`src/rtl/core/pip_pkg.sv`:
```
// Shared types, constants and helpers of the point-in-polygon test block.
// Used by the front, queue, back and top level; depends on nothing else.
package pip_pkg;

  localparam int CoordBits = 32;
  localparam int RayBits   = 31;
  localparam int ExtBits   = (CoordBits > RayBits + 1) ? CoordBits : RayBits + 1;
  localparam int DiffBits  = ExtBits + 1;
  localparam int ProdBits  = 2 * DiffBits;
  localparam int FifoDepth = 4;
  localparam int FifoAw    = $clog2(FifoDepth);

  localparam logic [RayBits-1:0] RayReset = {RayBits{1'b1}};

  typedef logic signed [CoordBits-1:0] coord_t;
  typedef logic signed [DiffBits-1:0]  diff_t;
  typedef logic signed [ProdBits-1:0]  prod_t;

  typedef struct packed {
    logic edge_en;
    logic close_en;
    logic clear;
    logic last;
    logic hit;
  } job_ctl_t;

  typedef struct packed {
    coord_t   px;
    coord_t   py;
    coord_t   prev_x;
    coord_t   prev_y;
    coord_t   cur_x;
    coord_t   cur_y;
    coord_t   first_x;
    coord_t   first_y;
    job_ctl_t ctl;
  } edge_job_t;

  function automatic coord_t take_coord(logic [31:0] v);
    return coord_t'(v[CoordBits-1:0]);
  endfunction

  function automatic diff_t ext_coord(coord_t v);
    return diff_t'(v);
  endfunction

endpackage

```
`src/rtl/core/pip_fifo.sv`:
```
// Short queue of edge jobs between the front end and the back end.
// Entry type and depth come from pip_pkg.
module pip_fifo (
  input  logic                clk_i,
  input  logic                rst_ni,
  input  pip_pkg::edge_job_t  wr_data_i,
  input  logic                wr_valid_i,
  output logic                wr_ready_o,
  output pip_pkg::edge_job_t  rd_data_o,
  output logic                rd_valid_o,
  input  logic                rd_ready_i
);
  import pip_pkg::*;

  edge_job_t         mem_q [FifoDepth];
  logic [FifoAw-1:0] wr_ptr_q, rd_ptr_q;
  logic [FifoAw:0]   count_q;
  logic              push, pop;

  assign wr_ready_o = (count_q != (FifoAw + 1)'(FifoDepth));
  assign rd_valid_o = (count_q != '0);
  assign rd_data_o  = mem_q[rd_ptr_q];
  assign push       = wr_valid_i && wr_ready_o;
  assign pop        = rd_valid_o && rd_ready_i;

  always_ff @(posedge clk_i) begin
    if (push) begin
      mem_q[wr_ptr_q] <= wr_data_i;
    end
  end

  always_ff @(posedge clk_i or negedge rst_ni) begin
    if (!rst_ni) begin
      wr_ptr_q <= '0;
      rd_ptr_q <= '0;
      count_q  <= '0;
    end else begin
      if (push) begin
        wr_ptr_q <= (wr_ptr_q == FifoAw'(FifoDepth - 1)) ? '0 : wr_ptr_q + 1'b1;
      end
      if (pop) begin
        rd_ptr_q <= (rd_ptr_q == FifoAw'(FifoDepth - 1)) ? '0 : rd_ptr_q + 1'b1;
      end
      case ({push, pop})
        2'b10:   count_q <= count_q + 1'b1;
        2'b01:   count_q <= count_q - 1'b1;
        default: count_q <= count_q;
      endcase
    end
  end

endmodule

```
`config.mk`:
```
export PLATFORM = sky130hd
export DESIGN_NAME = pip_fifo
export DESIGN_NICKNAME = d
export VERILOG_FILES = /design/src/rtl/core/pip_pkg.sv /design/src/rtl/core/pip_fifo.sv
export SDC_FILE = /design/constraint.sdc
export NUM_CORES = 1
export LEC_CHECK = 0
export BUFFER_PORTS_ARGS = -buffer_cell sky130_fd_sc_hd__buf_2
export CAP_MARGIN = 10
export CORE_ASPECT_RATIO = 1.75
export CORE_UTILIZATION = 25
export DETAILED_ROUTE_END_ITERATION = 8
export GPL_TIMING_DRIVEN = 1
export SKIP_LAST_GASP = 1
export SYNTH_ARGS = -nofsm -noshare
export SYNTH_HDL_FRONTEND = slang
export SYNTH_SLANG_ARGS = --single-unit
```
`constraint.sdc`:
```
create_clock -name clk_i -period 22.5 [get_ports clk_i]
set_input_delay 3.375 -clock clk_i [delete_from_list [all_inputs] [get_ports clk_i]]
set_output_delay 3.375 -clock clk_i [all_outputs]
set_load 0.01 [all_outputs]
```
* Word-level counts from Yosys, hierarchy flattened *
Memories as Yosys holds them, arrays and structs flattened.
Cells that the tools add are included.

word-level totals
  RAM bits = 1044
  memories kept = 1
  output and inout bits = 263
  input port bits = 265
  logic and storage cells = 22
  register bits = 7

cells by class
  reduce and logical (&&, ||, !) cells = 4
  mux-type cells = 5
  eq/ne operators = 5
  add/subtract/negate cells = 4

memories
  name   depth  width  rd ports  clocked after memory_dff  wr ports  line            text
  mem_q  4      261    1         0                         1         pip_fifo.sv:15  edge_job_t mem_q [FifoDepth];

operators with widths
  operator                                                             count
  2-bit == test (second input constant)                                3
  3-bit case mux with 2 select lines                                   1
  2-bit by 1-bit adder with 2-bit output (second input constant)       2
  2-bit two-way mux                                                    2
  3-bit by 1-bit adder with 3-bit output (second input constant)       1
  3-bit inequality test (second input constant)                        1
  3-bit nonzero test                                                   1
  3-bit by 1-bit subtractor with 3-bit output (second input constant)  1
  2-bit by 1-bit == test with 1-bit output (second input constant)     1
  1-bit logical AND                                                    2
  1-bit two-way mux                                                    2
  2-bit nonzero test                                                   1

* Logic depth before layout (Yosys ltp) *
  depth in word-level cells = 4
  mapped depth = 9
  gate-level depth less buffers = 9

* Worst setup path after synthesis *
Ideal clock, no wire load.

  path type = in2reg
  start = input port wr_valid_i
  end = memory mem_q[0][0] in the netlist's numbering, enable pin
  path slack = 12500 ps
  stages = 1
  data required time = 21842 ps
  arrival = 9342 ps
  buffers on the path = 0
  library setup time = 658 ps
  cells stage by stage = and3_1

on the way
  longest elaborated chain between the ends = 3

RTL lines
  item                                     line            text
  start: declaration                       pip_fifo.sv:7   input logic wr_valid_i,
  1-bit logical AND                        pip_fifo.sv:23  assign push = wr_valid_i && wr_ready_o;
  1-bit two-way mux                        pip_fifo.sv:27  if (push) begin
  1-bit two-way mux (not written as such)  pip_fifo.sv:28  mem_q[wr_ptr_q] <= wr_data_i;
  end: declaration                         pip_fifo.sv:15

Every way passes these cells.

==> key figures <==
Floorplan
  – Number of top-level pins: ~530
  – Die Height: 518 um
  – Core box area: between 150000 and 200000 sq um
  – Initial Util: 0.251
  – Rows: ~190
  – Die area: between 150000 and 200000 sq um
  – Chip Width: a little under 300 um

Drt
  – Drt initial violations: about 930
  – Routed Antenna Nets: 0
  – DR DRC count: 0
  – Pre-Repair DR Iteration Count: 5
  – Drt wl/cell: around 20 um
  – Vias per Instance: 4.18
  – Drt total wl: ~81 mm
  – DR vias: about 17000

CTS
  – Clock latency on the worst-skew pair: 0.70 ns
  – Hold buffer count at cts: 0
  – Post-CTS sizing: 0
  – H-tree depth: 3
  – Clock sink count: 1051
  – Post-CTS Setup Inserts: 0
  – Clock-pin slew on the worst setup and hold paths: roughly 0.070 ns
  – CTS tree: yes
  – Root Buffer: clkbuf_16
  – Clk buf depth: 3
  – CTS Buf Count: 98

Critical path
  – R2r startpoint: count_q[2]$_DFFE_PN0P_
  – Largest fanout on the critical path: 58
  – Worst Setup End Kind: primary output
  – Critical Path RT: roughly 19 ns
  – Reg-to-reg slack, setup: between 15 and 20 ns
  – Most used cell, CP: buf_4
  – WP buf/inv: 3
  – Crit Path Category: register to primary output
  – Worst R2R Path Depth: 5
  – Critical path launch point type: register
  – Cell Chain, Critical Path: buf_4, buf_4, mux4_2, buf_2
  – Worst path max stage delay: approximately 0.99 ns
  – CP arrival: between 3 and 4 ns
  – Highest-delay cell along the critical path: dfrtp_4
  – CP delay by family, top: buffers and inverters
  – Endpoint of the most critical register-to-register path: mem_q[3][146]$_DFFE_PP_

Global routing
  – Vias in the first global route: approximately 18000
  – Remaining Overflow, GRT: 0
  – First-pass GRT wire length: around 120 mm
  – Tot GR Track Use: 0.103
  – Initial antenna violation count: 40
  – Pin count of the biggest net entering global routing: ~120

STA
  – Max-slew violation count: 0
  – RSZ-0062 raised after global routing: no
  – Fin crit share: 0.327
  – Setup Skew: just under 0.05 ns
  – Fmax: about 140 MHz
  – Final TNS setup: 0 ns
  – Final min period: between 7 and 8 ns
  – Hold Violations, Final: 0
  – Hold slack: roughly 0.49 ns
  – Setup violators final: 0
  – Final worst slack: between 15 and 20 ns
  – Headroom to the max-slew limit: 0.334
  – Slew of the pin with the lowest slew margin: approximately 1.0 ns

Place
  – Placed cells: 3900
  – Final GP Congestion: roughly 0.68
  – Detailed placer's ending HPWL: roughly 50 mm
  – Pre-CTS setup slack: between 15 and 20 ns
  – PortBufs: around 530

Power and ir drop
  – Psw: about 1800 uW
  – Clock share of power: 0.273
  – Leak Pwr: around 0.015 uW
  – Pwr Density: 132 nW/um^2
  – Sw Ratio: 0.302
  – Cell internal pwr: approximately 4300 uW
  – Logic gate share of total power: 0.286
  – Reg power frac: 0.441
  – Maximum VDD drop: 80.2 uV

Worst hold path
  – Hold path depth: 1
  – Critical hold path startpoint: count_q[2]$_DFFE_PN0P_
  – Worst hold-check path type: register to register
  – Hold EP: count_q[2]$_DFFE_PN0P_

Cells and area
  – Share of cells above drive strength 1: 0.468
  – Final #Nets: between 2000 and 2500
  – Most frequent cells in the layout: edfxtp_1 (1044), buf_2 (527), mux4_2 (261)
  – Synthesis-to-finish area growth: 21.8%
  – Non-Filler Instances: roughly 4100
  – Commonest non-fill, non-tap cell in the layout: edfxtp_1

Synth
  – Yosys top cell area share: 0.824
  – Register bit count reported by yosys: roughly 1100
  – Post-synthesis sequential area ratio: 0.829
  – Synthesized net count: approximately 1700
  – Synthesized area per cell: around 27 sq um
  – Post-synth top area cell: edfxtp_1
  – Cells after Synth: ~1400
  – Ranking of synthesized cells by area: edfxtp_1 (82%), mux4_2 (15%), dfrtp_1 (0.46%), buf_2 (0.38%), buf_4 (0.26%)
  – Synth Cell Area: around 38000 sq um
  – Ys Warns: 0
  – Synth unique cells: 21

Outcome
  – Status: complete, no violations

Job
  – MaxCap Viol Count: 0
==> synth_stat cells <==
| cell type | instances |
|---|---|
| edfxtp_1 | 1044 |
| mux4_2 | 261 |
| buf_2 | 29 |
| buf_4 | 13 |
| buf_6 | 8 |
| clkbuf_1 | 8 |
| dfrtp_1 | 7 |
| inv_1 | 7 |
| ha_1 | 6 |
| and3_1 | 4 |
| nor2_1 | 3 |
| mux2_2 | 2 |
| mux2_4 | 2 |
| xor2_1 | 2 |
| and2_4 | 1 |
| fa_1 | 1 |
| mux2i_1 | 1 |
| nand2_1 | 1 |
| or3_1 | 1 |
| or3b_4 | 1 |
| xnor2_1 | 1 |
==> worst register-to-register path: stages, from the launching register on <==
cell     delay [ns]
dfrtp_1        0.40
or3b_4         0.27
and3_4         0.62
buf_4          0.90
buf_4          0.84
buf_4          0.84
==> sequential cells by signal, summed over array words and instances (netlist names) <==
name / count
count_q: 3
mem_q: 1044
rd_ptr_q: 2
wr_ptr_q: 2
==> metrics by stage <==
| step | utilization | area (sq um) | total power, uW |
|---|---|---|---|
| finish | 0.306 | 46300 | 6110 |
| global route | 0.306 | 46300 | 6410 |
| global placement | 0.285 | 43100 | 4540 |
| CTS | 0.306 | 46300 | 6250 |
| floorplan | - | 38000 | 3920 |
| detailed placement | 0.285 | 43100 | 4550 |
==> worst max-delay path by stage <==
stage	start	slack, ns	depth (start not counted)	to
after global placement	wr_valid_i	15.15	5	mem_q[3][122]$_DFFE_PP_
after global routing	rd_ptr_q[1]$_DFFE_PN0P_	14.83	4	rd_data_o[257]
after floorplan	wr_valid_i	12.50	1	mem_q[0][0]$_DFFE_PP_
final	rd_ptr_q[1]$_DFFE_PN0P_	15.14	4	rd_data_o[257]
after detailed placement	wr_valid_i	15.16	5	mem_q[3][111]$_DFFE_PP_
after CTS	rd_ptr_q[1]$_DFFE_PN0P_	14.86	4	rd_data_o[66]
==> layer usage <==
layer | part of all wire | vias to the layer above | track usage
li1 | - | 7311 | -
met3 | 0.12 | 187 | 0.0552
met1 | 0.39 | 8936 | 0.122
met5 | 0.0054 | - | 0
met2 | 0.45 | 627 | 0.157
met4 | 0.027 | 68 | 0.0378
==> cell families (layout without fill, tap and decap cells) <==
family | after synthesis | count (layout) | share of synthesized area
XOR/XNOR | 3 | 3 | 0.000691
adder cells (fa/ha/maj) | 7 | 7 | 0.00250
flip-flops | 1051 | 1051 | 0.829
buffers and inverters | 65 | 741 | 0.0102
other | 0 | 9 | 0
multiplexers | 266 | 266 | 0.156
AND/OR/NAND/NOR | 11 | 11 | 0.00174
==> final cells by class <==
| cell class | instances | area [sq um] |
|---|---|---|
| Clock buffer | 113 | 2510 |
| Sequential cell | 1051 | 31500 |
| Antenna cell | 9 | 22.5 |
| Clock inverter | 71 | 754 |
| Timing Repair Buffer | 550 | 2850 |
| Fill cell | 14600 | 105000 |
| Inverter | 7 | 26.3 |
| Tap cell | 2005 | 2510 |
| Multi-Input combinational cell | 287 | 6150 |
==> power by group through the flow <==
stage,registers (uW),logic [uW],clock network (uW)
6_report,2690,1750,1670
2_1_floorplan,2790,1130,0
3_5_place_dp,2740,1810,0
5_1_grt,2730,1900,1790
3_3_place_gp,2720,1810,0
4_1_cts,2700,1820,1730
Power figures use the tool's default switching activity.
