$ cat src/rtl/core/pip_pkg.sv
// Shared types, constants and helpers of the point-in-polygon test block.
// Used by the front, queue, back and top level; depends on nothing else.
package pip_pkg;

  localparam int CoordBits = 32;
  localparam int RayBits   = 31;
  localparam int ExtBits   = (CoordBits > RayBits + 1) ? CoordBits : RayBits + 1;
  localparam int DiffBits  = ExtBits + 1;
  localparam int ProdBits  = 2 * DiffBits;
  localparam int FifoDepth = 4;
  localparam int FifoAw    = $clog2(FifoDepth);

  localparam logic [RayBits-1:0] RayReset = {RayBits{1'b1}};

  typedef logic signed [CoordBits-1:0] coord_t;
  typedef logic signed [DiffBits-1:0]  diff_t;
  typedef logic signed [ProdBits-1:0]  prod_t;

  typedef struct packed {
    logic edge_en;
    logic close_en;
    logic clear;
    logic last;
    logic hit;
  } job_ctl_t;

  typedef struct packed {
    coord_t   px;
    coord_t   py;
    coord_t   prev_x;
    coord_t   prev_y;
    coord_t   cur_x;
    coord_t   cur_y;
    coord_t   first_x;
    coord_t   first_y;
    job_ctl_t ctl;
  } edge_job_t;

  function automatic coord_t take_coord(logic [31:0] v);
    return coord_t'(v[CoordBits-1:0]);
  endfunction

  function automatic diff_t ext_coord(coord_t v);
    return diff_t'(v);
  endfunction

endpackage

$ cat src/rtl/core/pip_if.sv
// Request channel interfaces of the point-in-polygon test block.
// Payload fields are plain logic vectors declared here; pip_pkg types are not used.
interface pip_in_if;
  logic                 valid;
  logic                 ready;
  logic signed [31:0]   vertex_x;
  logic signed [31:0]   vertex_y;
  logic signed [31:0]   point_x;
  logic signed [31:0]   point_y;
  logic                 first_vertex;
  logic                 last_vertex;

  modport source (output valid, vertex_x, vertex_y, point_x, point_y, first_vertex,
                  last_vertex, input ready);
  modport sink (input valid, vertex_x, vertex_y, point_x, point_y, first_vertex,
                last_vertex, output ready);
endinterface


$ cat src/rtl/core/pip_front.sv
// Front end: accepts vertex requests, tracks polygon sequencing and the vertex hit.
// Emits one edge job per vertex into the queue; depends on pip_pkg and pip_if.
module pip_front (
  input  logic                clk_i,
  input  logic                rst_ni,
  pip_in_if.sink              vtx_i,
  output pip_pkg::edge_job_t  job_o,
  output logic                job_valid_o,
  input  logic                job_ready_i
);
  import pip_pkg::*;

  coord_t first_x_q, first_y_q, prev_x_q, prev_y_q, held_x_q, held_y_q;
  logic   hit_q;
  coord_t vx, vy, px_n, py_n, fx_n, fy_n;
  logic   first, hit_n, push;

  always_comb begin
    vx    = take_coord(vtx_i.vertex_x);
    vy    = take_coord(vtx_i.vertex_y);
    first = vtx_i.first_vertex;
    px_n  = first ? take_coord(vtx_i.point_x) : held_x_q;
    py_n  = first ? take_coord(vtx_i.point_y) : held_y_q;
    fx_n  = first ? vx : first_x_q;
    fy_n  = first ? vy : first_y_q;
    hit_n = (!first && hit_q) || ((vx == px_n) && (vy == py_n));

    job_o.px           = px_n;
    job_o.py           = py_n;
    job_o.prev_x       = prev_x_q;
    job_o.prev_y       = prev_y_q;
    job_o.cur_x        = vx;
    job_o.cur_y        = vy;
    job_o.first_x      = fx_n;
    job_o.first_y      = fy_n;
    job_o.ctl.edge_en  = !first;
    job_o.ctl.close_en = vtx_i.last_vertex;
    job_o.ctl.clear    = first;
    job_o.ctl.last     = vtx_i.last_vertex;
    job_o.ctl.hit      = hit_n;
  end

  assign job_valid_o = vtx_i.valid;
  assign vtx_i.ready = job_ready_i;
  assign push        = vtx_i.valid && job_ready_i;

  always_ff @(posedge clk_i or negedge rst_ni) begin
    if (!rst_ni) begin
      first_x_q <= '0;
      first_y_q <= '0;
      prev_x_q  <= '0;
      prev_y_q  <= '0;
      held_x_q  <= '0;
      held_y_q  <= '0;
      hit_q     <= 1'b0;
    end else if (push) begin
      first_x_q <= fx_n;
      first_y_q <= fy_n;
      prev_x_q  <= vx;
      prev_y_q  <= vy;
      held_x_q  <= px_n;
      held_y_q  <= py_n;
      hit_q     <= hit_n;
    end
  end

endmodule

$ cat src/flat_wrapper.sv
// flat-port wrapper written by rule: the top's interface ports become plain ports
module pip_front_flat import pip_pkg::*;
  (clk_i, rst_ni, job_o, job_valid_o, job_ready_i, vtx_i_valid, vtx_i_vertex_x, vtx_i_vertex_y, vtx_i_point_x, vtx_i_point_y, vtx_i_first_vertex, vtx_i_last_vertex, vtx_i_ready);
  pip_in_if vtx_i_i ();
  input  logic clk_i;
  input  logic rst_ni;
  output pip_pkg::edge_job_t job_o;
  output logic job_valid_o;
  input  logic job_ready_i;
  input wire logic [$bits(vtx_i_i.valid)-1:0] vtx_i_valid;
  input wire logic [$bits(vtx_i_i.vertex_x)-1:0] vtx_i_vertex_x;
  input wire logic [$bits(vtx_i_i.vertex_y)-1:0] vtx_i_vertex_y;
  input wire logic [$bits(vtx_i_i.point_x)-1:0] vtx_i_point_x;
  input wire logic [$bits(vtx_i_i.point_y)-1:0] vtx_i_point_y;
  input wire logic [$bits(vtx_i_i.first_vertex)-1:0] vtx_i_first_vertex;
  input wire logic [$bits(vtx_i_i.last_vertex)-1:0] vtx_i_last_vertex;
  output wire logic [$bits(vtx_i_i.ready)-1:0] vtx_i_ready;
  assign vtx_i_i.valid = vtx_i_valid;
  assign vtx_i_i.vertex_x = vtx_i_vertex_x;
  assign vtx_i_i.vertex_y = vtx_i_vertex_y;
  assign vtx_i_i.point_x = vtx_i_point_x;
  assign vtx_i_i.point_y = vtx_i_point_y;
  assign vtx_i_i.first_vertex = vtx_i_first_vertex;
  assign vtx_i_i.last_vertex = vtx_i_last_vertex;
  assign vtx_i_ready = vtx_i_i.ready;
  pip_front u_core (.clk_i(clk_i), .rst_ni(rst_ni), .vtx_i(vtx_i_i), .job_o(job_o), .job_valid_o(job_valid_o), .job_ready_i(job_ready_i));
endmodule
$ cat config.mk
export PLATFORM = sky130hd
export DESIGN_NAME = pip_front_flat
export DESIGN_NICKNAME = d
export VERILOG_FILES = /design/src/rtl/core/pip_pkg.sv /design/src/rtl/core/pip_if.sv /design/src/rtl/core/pip_front.sv /design/src/flat_wrapper.sv
export SDC_FILE = /design/constraint.sdc
export NUM_CORES = 1
export LEC_CHECK = 0
export BUFFER_PORTS_ARGS = -buffer_cell sky130_fd_sc_hd__clkbuf_2
export CORE_MARGIN = 4
export CORE_UTILIZATION = 45
export DETAILED_ROUTE_END_ITERATION = 7
export GPL_ROUTABILITY_DRIVEN = 0
export HOLD_SLACK_MARGIN = 0.03
export PLACE_DENSITY_LB_ADDON = 0.25
export SETUP_SLACK_MARGIN = 0.15
export SLEW_MARGIN = 5
export SYNTH_ARGS = -nofsm -noshare
export SYNTH_HDL_FRONTEND = slang
export SYNTH_SLANG_ARGS = --single-unit
$ cat constraint.sdc
create_clock -name clk_i -period 3.01 [get_ports clk_i]
set_clock_uncertainty 0.1 [all_clocks]
set_input_delay 0.7525 -clock clk_i [delete_from_list [all_inputs] [get_ports clk_i]]
set_output_delay 0.7525 -clock clk_i [all_outputs]
set_load 0.05 [all_outputs]
# After elaboration in Yosys (flattened, before gate mapping)
# Cells that the tools add are included.
[totals]
ff_bits = 193
elab_cells = 18
[classes]
eq_ne = 2
n_mux = 4
n_reduce_logical = 5
[op_table]
columns = ["cell", "count"]
rows = [
  ["$mux 32", 4],
  ["$eq 32x32->1", 2],
  ["$logic_and 1x1->1", 3],
  ["$logic_not 1->1", 1],
  ["$logic_or 1x1->1", 1],
]

# Longest topological paths before layout
# Gate-level depths: netlist (run 1).
[logic_depth]
word_depth = 4
depth_mapped = 10
mapped_depth_nobuf = 6

# Worst setup path after synthesis (run 1)
# OpenSTA, ideal clock, no wires.
[synth_path]
kind = "input -> output"
from = "input port vtx_i_first_vertex"
to = "output port job_o[0] (netlist bit)"
t_arrival_ns = 2.375
t_required_ns = 2.158
setup_slack_ns = -0.218
path_stages = 10
n_path_buf = 4
cell_sequence = "buf_6 -> buf_12 -> buf_6 -> mux2i_2 -> xnor2_1 -> nor4_1 -> nand4_1 -> nor4_2 -> a21o_1 -> buf_4"
[synth_via]
elab_chain_cells = 4
elab_cells_between_ends = 8
[synth_rtl]
columns = ["element", "line_no", "source"]
rows = [
  ["start, declared", "flat_wrapper.sv:15", "input wire logic [$bits(vtx_i_i.first_vertex)-1:0] vtx_i_first_vertex;"],
  ["$mux 32, on equally long branches", "pip_front.sv:22, pip_front.sv:23", ""],
  ["$eq 32x32->1", "pip_front.sv:26", "hit_n = (!first && hit_q) || ((vx == px_n) && (vy == py_n));"],
  ["$logic_and 1x1->1", "pip_front.sv:26", ""],
  ["$logic_or 1x1->1 (*)", "pip_front.sv:26", ""],
  ["end, declared", "flat_wrapper.sv:7", "output pip_pkg::edge_job_t job_o;"],
]
# Every way passes the cells marked *; elsewhere a longest branch is shown, timed or not.

==> impl_metrics.tcl, run 1 <==
set metrics [dict create \
    status "complete, but fails checks" \
    violations "negative setup slack" \
    pre_cts_ws_ns -0.8173 \
    path_clk_slew_ns 0.08 \
    antenna_left 0 \
    die_area_sq_um 24920 \
    start_util_pct 46.03 \
    viasPerCell 4.935 \
    grt_max_degree 108 \
    worstPathRequired_ns 2.16 \
    syn_inst 1116 \
    rows 54 \
    synth_nets 1250 \
    ys_types 23 \
    hold_buffers 0 \
    route.detailed.drc 0 \
    coreArea_sq_um 21960 \
    critPathKind "primary input to output port" \
    cts_tree "yes" \
    layout_setup_ws_ns -0.6483 \
    critPathCaptureType "output port" \
    irDropWorstVdd_mv 0.3561 \
    ys_ff_latch 193 \
    path_max_fanout 8 \
    rsz0062_at_grt "true" \
    htreeDepth 4 \
    finalWirelength_um 34980 \
    cp_data_arrival_time_ns 2.81 \
    gr-total-overflow 0 \
    drt_iter0_drc 685 \
    synth_area_sq_um 10110 \
    place_inst 1814 \
    dr_total_vias 9170 \
    maxSlewHeadroom_pct 52.20 \
    die_x_um 157.9 \
    pin_count 397 \
    grt_pass1_vias 9127 \
    syn_area_per_cell_sq_um 9.057 \
    tightest_slew_ns 0.7170 \
    r2r_slack_ns 0.92 \
    cts_root_buf "clkbuf_16" \
    firstDrtPassIters 5 \
    maxCapViolations 0 \
    clkLatencyLatePin_ns 0.43 \
    groute.usage.overall_pct 27.56 \
    clkSinkCount 193 \
    instances_no_fill 1858 \
    final_cell_mix "nand2_1, clkbuf_2, dfrtp_1, buf_4" \
    die_h_um 157.9 \
    cts_made_buffers 17 \
    setup_viol 1 \
    port_buffers 393 \
    areaGrowthSynthToFinish_pct 42.05 \
    period_share_pct 121.5 \
    hp-class "primary input to async pin" \
    leakage_nw 7.979 \
    report.final.slew_viol_count 0 \
    grt_antenna_before_repair 4 \
    post-dp-hpwl_um 26930 \
    final_common_cell "nand2_1" \
    fin_crit_ns 3.658 \
    start_kind "primary input" \
    layout-drive-gt1-share_pct 44.39 \
    fmax_mhz 273.4 \
    grt_pass1_wl_um 52500 \
    yosysWarnings 0 \
    finalHoldViolations 0 \
    nNetsFinal 1699 \
    clk_path_buf_depth 2 \
    power.density_nw_per_um2 633.9 \
    ys_seq_area_share_pct 47.78 \
    avgRoutedWirePerCell_um 18.83 \
]
-- kinds of logic after synthesis --
family | Yosys count | share of synthesized area, %
simple gates | 472 | 18.26
xor+xnor | 64 | 5.546
flops | 193 | 47.78
compound gates | 66 | 3.330
mux | 128 | 14.50
buf+inv | 193 | 10.58
-- path summary, 6_finish.rpt --
path                       depth (start not counted)                   end                 start
min reg2reg                                        2  u_core.first_y_q[20]  u_core.first_y_q[20]
min in group clk_i                                 2  u_core.first_y_q[20]  u_core.first_y_q[20]
max reg2reg                                        7          u_core.hit_q   u_core.held_y_q[22]
max                                               12              job_o[0]    vtx_i_first_vertex
max in group asynchronous                          2   u_core.prev_x_q[18]                rst_ni
min                                                1    u_core.prev_y_q[6]                rst_ni
-- critical path, stage by stage --
cell and delay, ns:
clkbuf_16 0.14, buf_12 0.15, buf_12 0.16, mux2i_4 0.26, xnor2_2 0.13, nor4_2 0.23
buf_4 0.17, nand4_1 0.08, nor4_2 0.27, buf_4 0.16, a21o_1 0.13, buf_12 0.14
-- registers in the layout, summed over array words and instances (netlist names) --
name and flops:
u_core.held_x_q 32, u_core.prev_x_q 32, u_core.held_y_q 32, u_core.first_x_q 32, u_core.first_y_q 32, u_core.hit_q 1, u_core.prev_y_q 32
-- cells in the mapped netlist --
| cell | instances | area (sq um) |
|---|---|---|
| mux2i_2 | 21 | 289.0 |
| buf_6 | 6 | 67.56 |
| nand4_1 | 4 | 25.02 |
| o21ai_1 | 63 | 315.3 |
| mux2_1 | 64 | 720.7 |
| inv_1 | 64 | 240.2 |
| nor4_2 | 3 | 37.54 |
| and2_1 | 1 | 6.260 |
| o21ai_0 | 1 | 5.000 |
| buf_1 | 6 | 22.52 |
| a21o_1 | 1 | 7.510 |
| nand2_1 | 450 | 1689 |
| dfrtp_1 | 193 | 4830 |
| buf_12 | 2 | 40.04 |
| xnor2_1 | 64 | 560.5 |
| mux2i_4 | 2 | 45.04 |
| buf_2 | 4 | 20.02 |
| buf_4 | 70 | 525.5 |
| mux2i_1 | 41 | 410.4 |
| nor4_1 | 14 | 87.58 |
| inv_2 | 1 | 3.750 |
| a22o_1 | 1 | 8.760 |
| clkbuf_1 | 40 | 150.1 |
-- power breakdown --
part / internal [mW] / switching [mW]
registers: 2.98 / 0.247
logic: 1.16 / 2.49
clock network: 1.12 / 1.10
-- area by class of cell --
type	instances	area (sq um)
repair buffers	558	3630
well taps	280	350.3
fillers	1838	7601
clock inverters	12	118.9
inverters	65	244.0
multi-input cells	730	4740
diodes	1	2.502
clock buffers	19	442.9
flip-flops and latches	193	4830
-- metal layers --
metal	vias up	part of all wire [%]	GRT usage (%)
li1	4358	-	-
met1	4407	41	35.65
met2	347	49	45.52
met3	52	8.1	7.080
met4	6	2.2	8.931
met5	-	0.12	0
-- through the flow --
step	hold slack [ns]	instance area [sq um]	util, %	setup TNS (ns)	power [mW]
after floorplan	0.3391	10350	-	-0.1936	5.670
after global placement	0.3508	13190	60.05	-0.8090	6.685
after detailed placement	0.3566	13190	60.05	-0.8173	6.745
after CTS	0.2816	14190	64.63	-0.6711	9.102
after global routing	0.3096	14360	65.38	-0.7244	9.512
final	0.2589	14360	65.38	-0.6483	9.101
-- repair_timing --
| item | CTS | global route |
|---|---|---|
| setup endpoints to repair | 32 | 17 |
| buffers inserted | 11 | 0 |
| endpoints found under the hold margin | 0 | 0 |
| resized for setup | 66 | 31 |
| cloned | 0 | 1 |
| pin swaps | 6 | 15 |
No activity file was read; power rests on OpenSTA's default activity.
==> run 2, diff against run 1 <==
--- a/config.mk
+++ b/config.mk
@@ -13,6 +13,7 @@
 export HOLD_SLACK_MARGIN = 0.03
 export PLACE_DENSITY_LB_ADDON = 0.25
 export SETUP_SLACK_MARGIN = 0.15
+export SKIP_CTS_REPAIR_TIMING = 1
 export SLEW_MARGIN = 5
 export SYNTH_ARGS = -nofsm -noshare
 export SYNTH_HDL_FRONTEND = slang
==> impl_metrics.tcl, run 2 (same netlist as run 1, synthesis figures left out) <==
set metrics [dict create \
    power.density_nw_per_um2 639.8 \
    cp_top_family "simple AND/OR/NAND/NOR gates" \
    final_common_cell "nand2_1" \
    start_util_pct 46.03 \
    critPathKind "primary input to output port" \
    leakage_nw 7.885 \
    max_stage_delay_ns 0.36 \
    route.detailed.drc 0 \
    fin_total_pwr_mw 9.002 \
    violations "negative setup slack" \
    p_sw_mw 3.820 \
    critPathCaptureType "output port" \
    power.share.sequential_pct 35.8 \
    fin_area_sq_um 14070 \
    totalNegativeSetupSlack_ns -0.6685 \
    gr-total-overflow 0 \
    drt_iter0_drc 583 \
    dr_total_vias 9122 \
    comb_power_share_pct 39.5 \
    nNetsFinal 1699 \
    die_x_um 157.9 \
    clockPowerShare_pct 24.7 \
    dpl_cell_area_sq_um 13190 \
    rsz0062_at_grt "true" \
    grt_pass1_wl_um 51440 \
    maxSlewHeadroom_pct 52.87 \
    grt_antenna_before_repair 4 \
    antenna_left 0 \
    cp_data_arrival_time_ns 2.83 \
    fin_crit_ns 3.679 \
    maxCapViolations 0 \
    place_inst 1814 \
    clk_path_buf_depth 2 \
    die_area_sq_um 24920 \
    worstPathCellList "buf_16, buf_12, buf_8, mux2i_4, xnor2_1, nor4_2, nand4_1, nor4_2, buf_4, a21o_1, buf_12" \
    fmax_mhz 271.8 \
    final_core_util_pct 64.07 \
    clkSinkCount 193 \
    firstDrtPassIters 5 \
    areaGrowthSynthToFinish_pct 39.20 \
    top_layer "met5" \
    report.final.slew_viol_count 0 \
    avgRoutedWirePerCell_um 18.66 \
    pre_cts_ws_ns -0.8173 \
    clkLatencyLatePin_ns 0.44 \
    port_buffers 393 \
    htreeDepth 4 \
    grt_pass1_vias 8961 \
    finalHoldViolations 0 \
    groute.usage.overall_pct 26.97 \
    wl_met2_um 16740 \
    irDropWorstVdd_mv 0.3585 \
    die_h_um 157.9 \
    p_int_mw 5.182 \
    path_clk_slew_ns 0.08 \
    final_cell_mix "nand2_1, clkbuf_2, dfrtp_1, buf_4, inv_1" \
    pin_count 397 \
    viasPerCell 4.910 \
    instances_no_fill 1858 \
    period_share_pct 122.2 \
    cts_root_buf "clkbuf_16" \
    tightest_slew_ns 0.7069 \
    timing.hold.ws_ns 0.2578 \
    rows 54 \
    grt_max_degree 108 \
    slowest_stage "nor4_2" \
    cts_tree "yes" \
    critPathBufInv 5 \
    wl_met1_um 14290 \
    p_sw_share_pct 42.44 \
    finalWirelength_um 34660 \
    route.met3.wl_um 2673 \
    worstPathRequired_ns 2.16 \
    layout-drive-gt1-share_pct 43.18 \
    post-dp-hpwl_um 26930 \
    coreArea_sq_um 21960 \
    start_kind "primary input" \
    hp-class "primary input to async pin" \
    path_max_fanout 12 \
    status "complete, but fails checks" \
    setup_viol 1 \
    cts_made_buffers 17 \
    layout_setup_ws_ns -0.6685 \
]
run 2: per-layer routing:
metal  global-route usage, %  vias up
li1                        -     4364
met1                   34.68     4337
met5                       0        -
met4                   8.931        6
met2                   44.53      350
met3                   7.135       65
run 2: final cells by class:
class,count,area [sq um]
Antenna cell,1,2.502
Clock buffer,19,442.9
Clock inverter,12,118.9
Fill cell,1896,7889
Inverter,65,244.0
Multi-Input combinational cell,730,4626
Sequential cell,193,4830
Tap cell,280,350.3
Timing Repair Buffer,558,3456
run 2: worst paths after layout:
kind / slack [ns] / end / depth (start not counted) / start
min: 0.26 / u_core.prev_y_q[6] / 1 / rst_ni
min reg2reg: 0.37 / u_core.first_y_q[3] / 2 / u_core.first_y_q[3]
max in group asynchronous: 1.75 / u_core.first_x_q[22] / 2 / rst_ni
max: -0.67 / job_o[0] / 11 / vtx_i_first_vertex
min in group clk_i: 0.37 / u_core.first_y_q[3] / 2 / u_core.first_y_q[3]
max reg2reg: 0.95 / u_core.hit_q / 7 / u_core.held_y_q[15]
run 2: power groups by stage:
stage	logic, mW	registers (mW)	clock network (mW)
2_1_floorplan	2.08	3.59	0
3_3_place_gp	3.45	3.23	0
3_5_place_dp	3.49	3.25	0
4_1_cts	3.50	3.21	2.26
5_1_grt	3.78	3.27	2.36
6_report	3.56	3.22	2.22
run 2: worst register-to-register path, cell delays in order (launching register included):
cell and delay [ns]:
dfrtp_1 0.40, mux2i_2 0.26, xnor2_1 0.12, nor4_2 0.34
nand4_1 0.18, nor4_2 0.31, buf_4 0.16, a22o_1 0.13
==> run 3, diff against run 2 <==
--- a/config.mk
+++ b/config.mk
@@ -12,7 +12,7 @@
 export GPL_ROUTABILITY_DRIVEN = 0
 export HOLD_SLACK_MARGIN = 0.03
 export PLACE_DENSITY_LB_ADDON = 0.25
-export SETUP_SLACK_MARGIN = 0.15
+export SETUP_SLACK_MARGIN = 0.3
 export SKIP_CTS_REPAIR_TIMING = 1
 export SLEW_MARGIN = 5
 export SYNTH_ARGS = -nofsm -noshare
==> impl_metrics.tcl, run 3 (same netlist as run 1, synthesis figures left out) <==
set metrics [dict create \
    avgRoutedWirePerCell_um 18.72 \
    gr-total-overflow 0 \
    layout-drive-gt1-share_pct 46.00 \
    path_clk_slew_ns 0.08 \
    clockPowerShare_pct 23.8 \
    cts_tree "yes" \
    r2r_slack_ns 0.94 \
    viasPerCell 4.880 \
    status "complete, but fails checks" \
    clkSinkCount 193 \
    power.share.sequential_pct 34.7 \
    die_x_um 157.9 \
    critPathCaptureType "output port" \
    drt_iter0_drc 450 \
    dr_total_vias 9125 \
    grt_pass1_vias 9043 \
    die_area_sq_um 24920 \
    fin_crit_ns 3.601 \
    clkLatencyLatePin_ns 0.43 \
    maxSlewHeadroom_pct 51.58 \
    crit_end "job_o[0]" \
    clk_path_buf_depth 2 \
    comb_power_share_pct 41.4 \
    cp_common_cell "buf_12" \
    p_int_mw 5.437 \
    die_h_um 157.9 \
    power.density_nw_per_um2 623.1 \
    groute.usage.overall_pct 26.72 \
    start_util_pct 46.03 \
    p_sw_share_pct 41.70 \
    maxCapViolations 0 \
    cp_num_cells 10 \
    instances_no_fill 1870 \
    critPathKind "primary input to output port" \
    fmax_mhz 277.7 \
    firstDrtPassIters 5 \
    areaGrowthSynthToFinish_pct 48.08 \
    fin_area_sq_um 14970 \
    tightest_slew_ns 0.7262 \
    grt_antenna_before_repair 3 \
    critPathBufInv 4 \
    report.final.slew_viol_count 0 \
    final_common_cell "nand2_1" \
    cts_made_buffers 17 \
    post-dp-hpwl_um 26450 \
    pin_count 397 \
    max_stage_delay_ns 0.32 \
    cts_root_buf "clkbuf_16" \
    irDropWorstVdd_mv 0.3913 \
    rr_endpoint "u_core.hit_q" \
    hp-class "primary input to async pin" \
    reg2regPathDepth 7 \
    cp_top_family "simple AND/OR/NAND/NOR gates" \
    place_inst 1811 \
    nNetsFinal 1709 \
    worstPathCellList "buf_16, buf_12, buf_4, mux2i_4, xnor2_1, nor4_1, nand4_1, nor4_2, a21o_1, buf_12" \
    worstPathRequired_ns 2.16 \
    grt_max_degree 62 \
    startpoint "vtx_i_first_vertex" \
    path_max_fanout 9 \
    pre_cts_ws_ns -0.6889 \
    start_kind "primary input" \
    port_buffers 393 \
    final_cell_mix "nand2_1, clkbuf_2, dfrtp_1, buf_4, o21ai_1" \
    setup_viol 1 \
    finalWirelength_um 35010 \
    regToRegStartpoint "u_core.held_y_q[15]" \
    slowest_stage "nor4_2" \
    timing.hold.ws_ns 0.2088 \
    p_sw_mw 3.889 \
    htreeDepth 4 \
    grt_pass1_wl_um 51030 \
    coreArea_sq_um 21960 \
    finalHoldViolations 0 \
    period_share_pct 119.6 \
    antenna_left 0 \
    layout_setup_ws_ns -0.5914 \
    cp_data_arrival_time_ns 2.75 \
    fin_total_pwr_mw 9.325 \
    leakage_nw 8.209 \
    violations "negative setup slack" \
    rows 54 \
    route.detailed.drc 0 \
    dpl_cell_area_sq_um 13250 \
    rsz0062_at_grt "true" \
]
[run 3: cell count changes in the layout (fill, tap and decap cells not counted), sizes merged]
cell      delta
buf         +83
clkbuf      -73
clkinvlp     -2
diode        +2
clkinv       +1
inv          +1
[run 3: worst register-to-register path, cell delays in order, from the launching register on]
cell     delay (ns)
dfrtp_1        0.40
mux2i_2        0.22
xnor2_1        0.16
nor4_2         0.30
buf_4          0.16
nand4_1        0.11
nor4_2         0.36
a22o_1         0.19
[run 3: stage by stage]
stage | setup TNS (ns) | util [%]
floorplan | -0.1936 | -
global placement | -0.6431 | 60.35
detailed placement | -0.6889 | 60.35
CTS | -0.7407 | 62.89
global route | -0.6563 | 68.14
finish | -0.5914 | 68.16
[run 3: how the worst min path moves through the flow]
| stage | start | end | depth (start not counted) |
|---|---|---|---|
| final | rst_ni | u_core.prev_y_q[26] | 1 |
| after global routing | rst_ni | u_core.prev_y_q[26] | 1 |
| after CTS | rst_ni | u_core.prev_y_q[26] | 1 |
| after detailed placement | u_core.first_y_q[31] | u_core.first_y_q[31] | 2 |
| after global placement | u_core.first_y_q[0] | u_core.first_y_q[0] | 2 |
| after floorplan | u_core.first_y_q[0] | u_core.first_y_q[0] | 2 |
[run 3: power by group through the flow]
stage	registers (mW)	clock network (mW)	logic, mW
after global placement	3.24	0	3.48
after floorplan	3.59	0	2.12
after global routing	3.28	2.39	4.09
after CTS	3.21	2.27	3.53
final	3.24	2.22	3.86
after detailed placement	3.25	0	3.52
[run 3: area by class of cell]
cell class	instances	area [sq um]
Fill cell	1772	6992
Inverter	65	254.0
Clock buffer	19	442.9
Multi-Input combinational cell	730	4868
Antenna cell	3	7.507
Sequential cell	193	4830
Timing Repair Buffer	568	4100
Clock inverter	12	113.9
Tap cell	280	350.3
[run 3: metal layers]
metal  GRT usage, %  vias to the layer above  routed length (um)
met3          7.217                       58                2415
li1               -                     4398                   -
met5              0                        -                  30
met1          34.04                     4368               14500
met4          9.463                        4                1053
met2          44.00                      297               17010
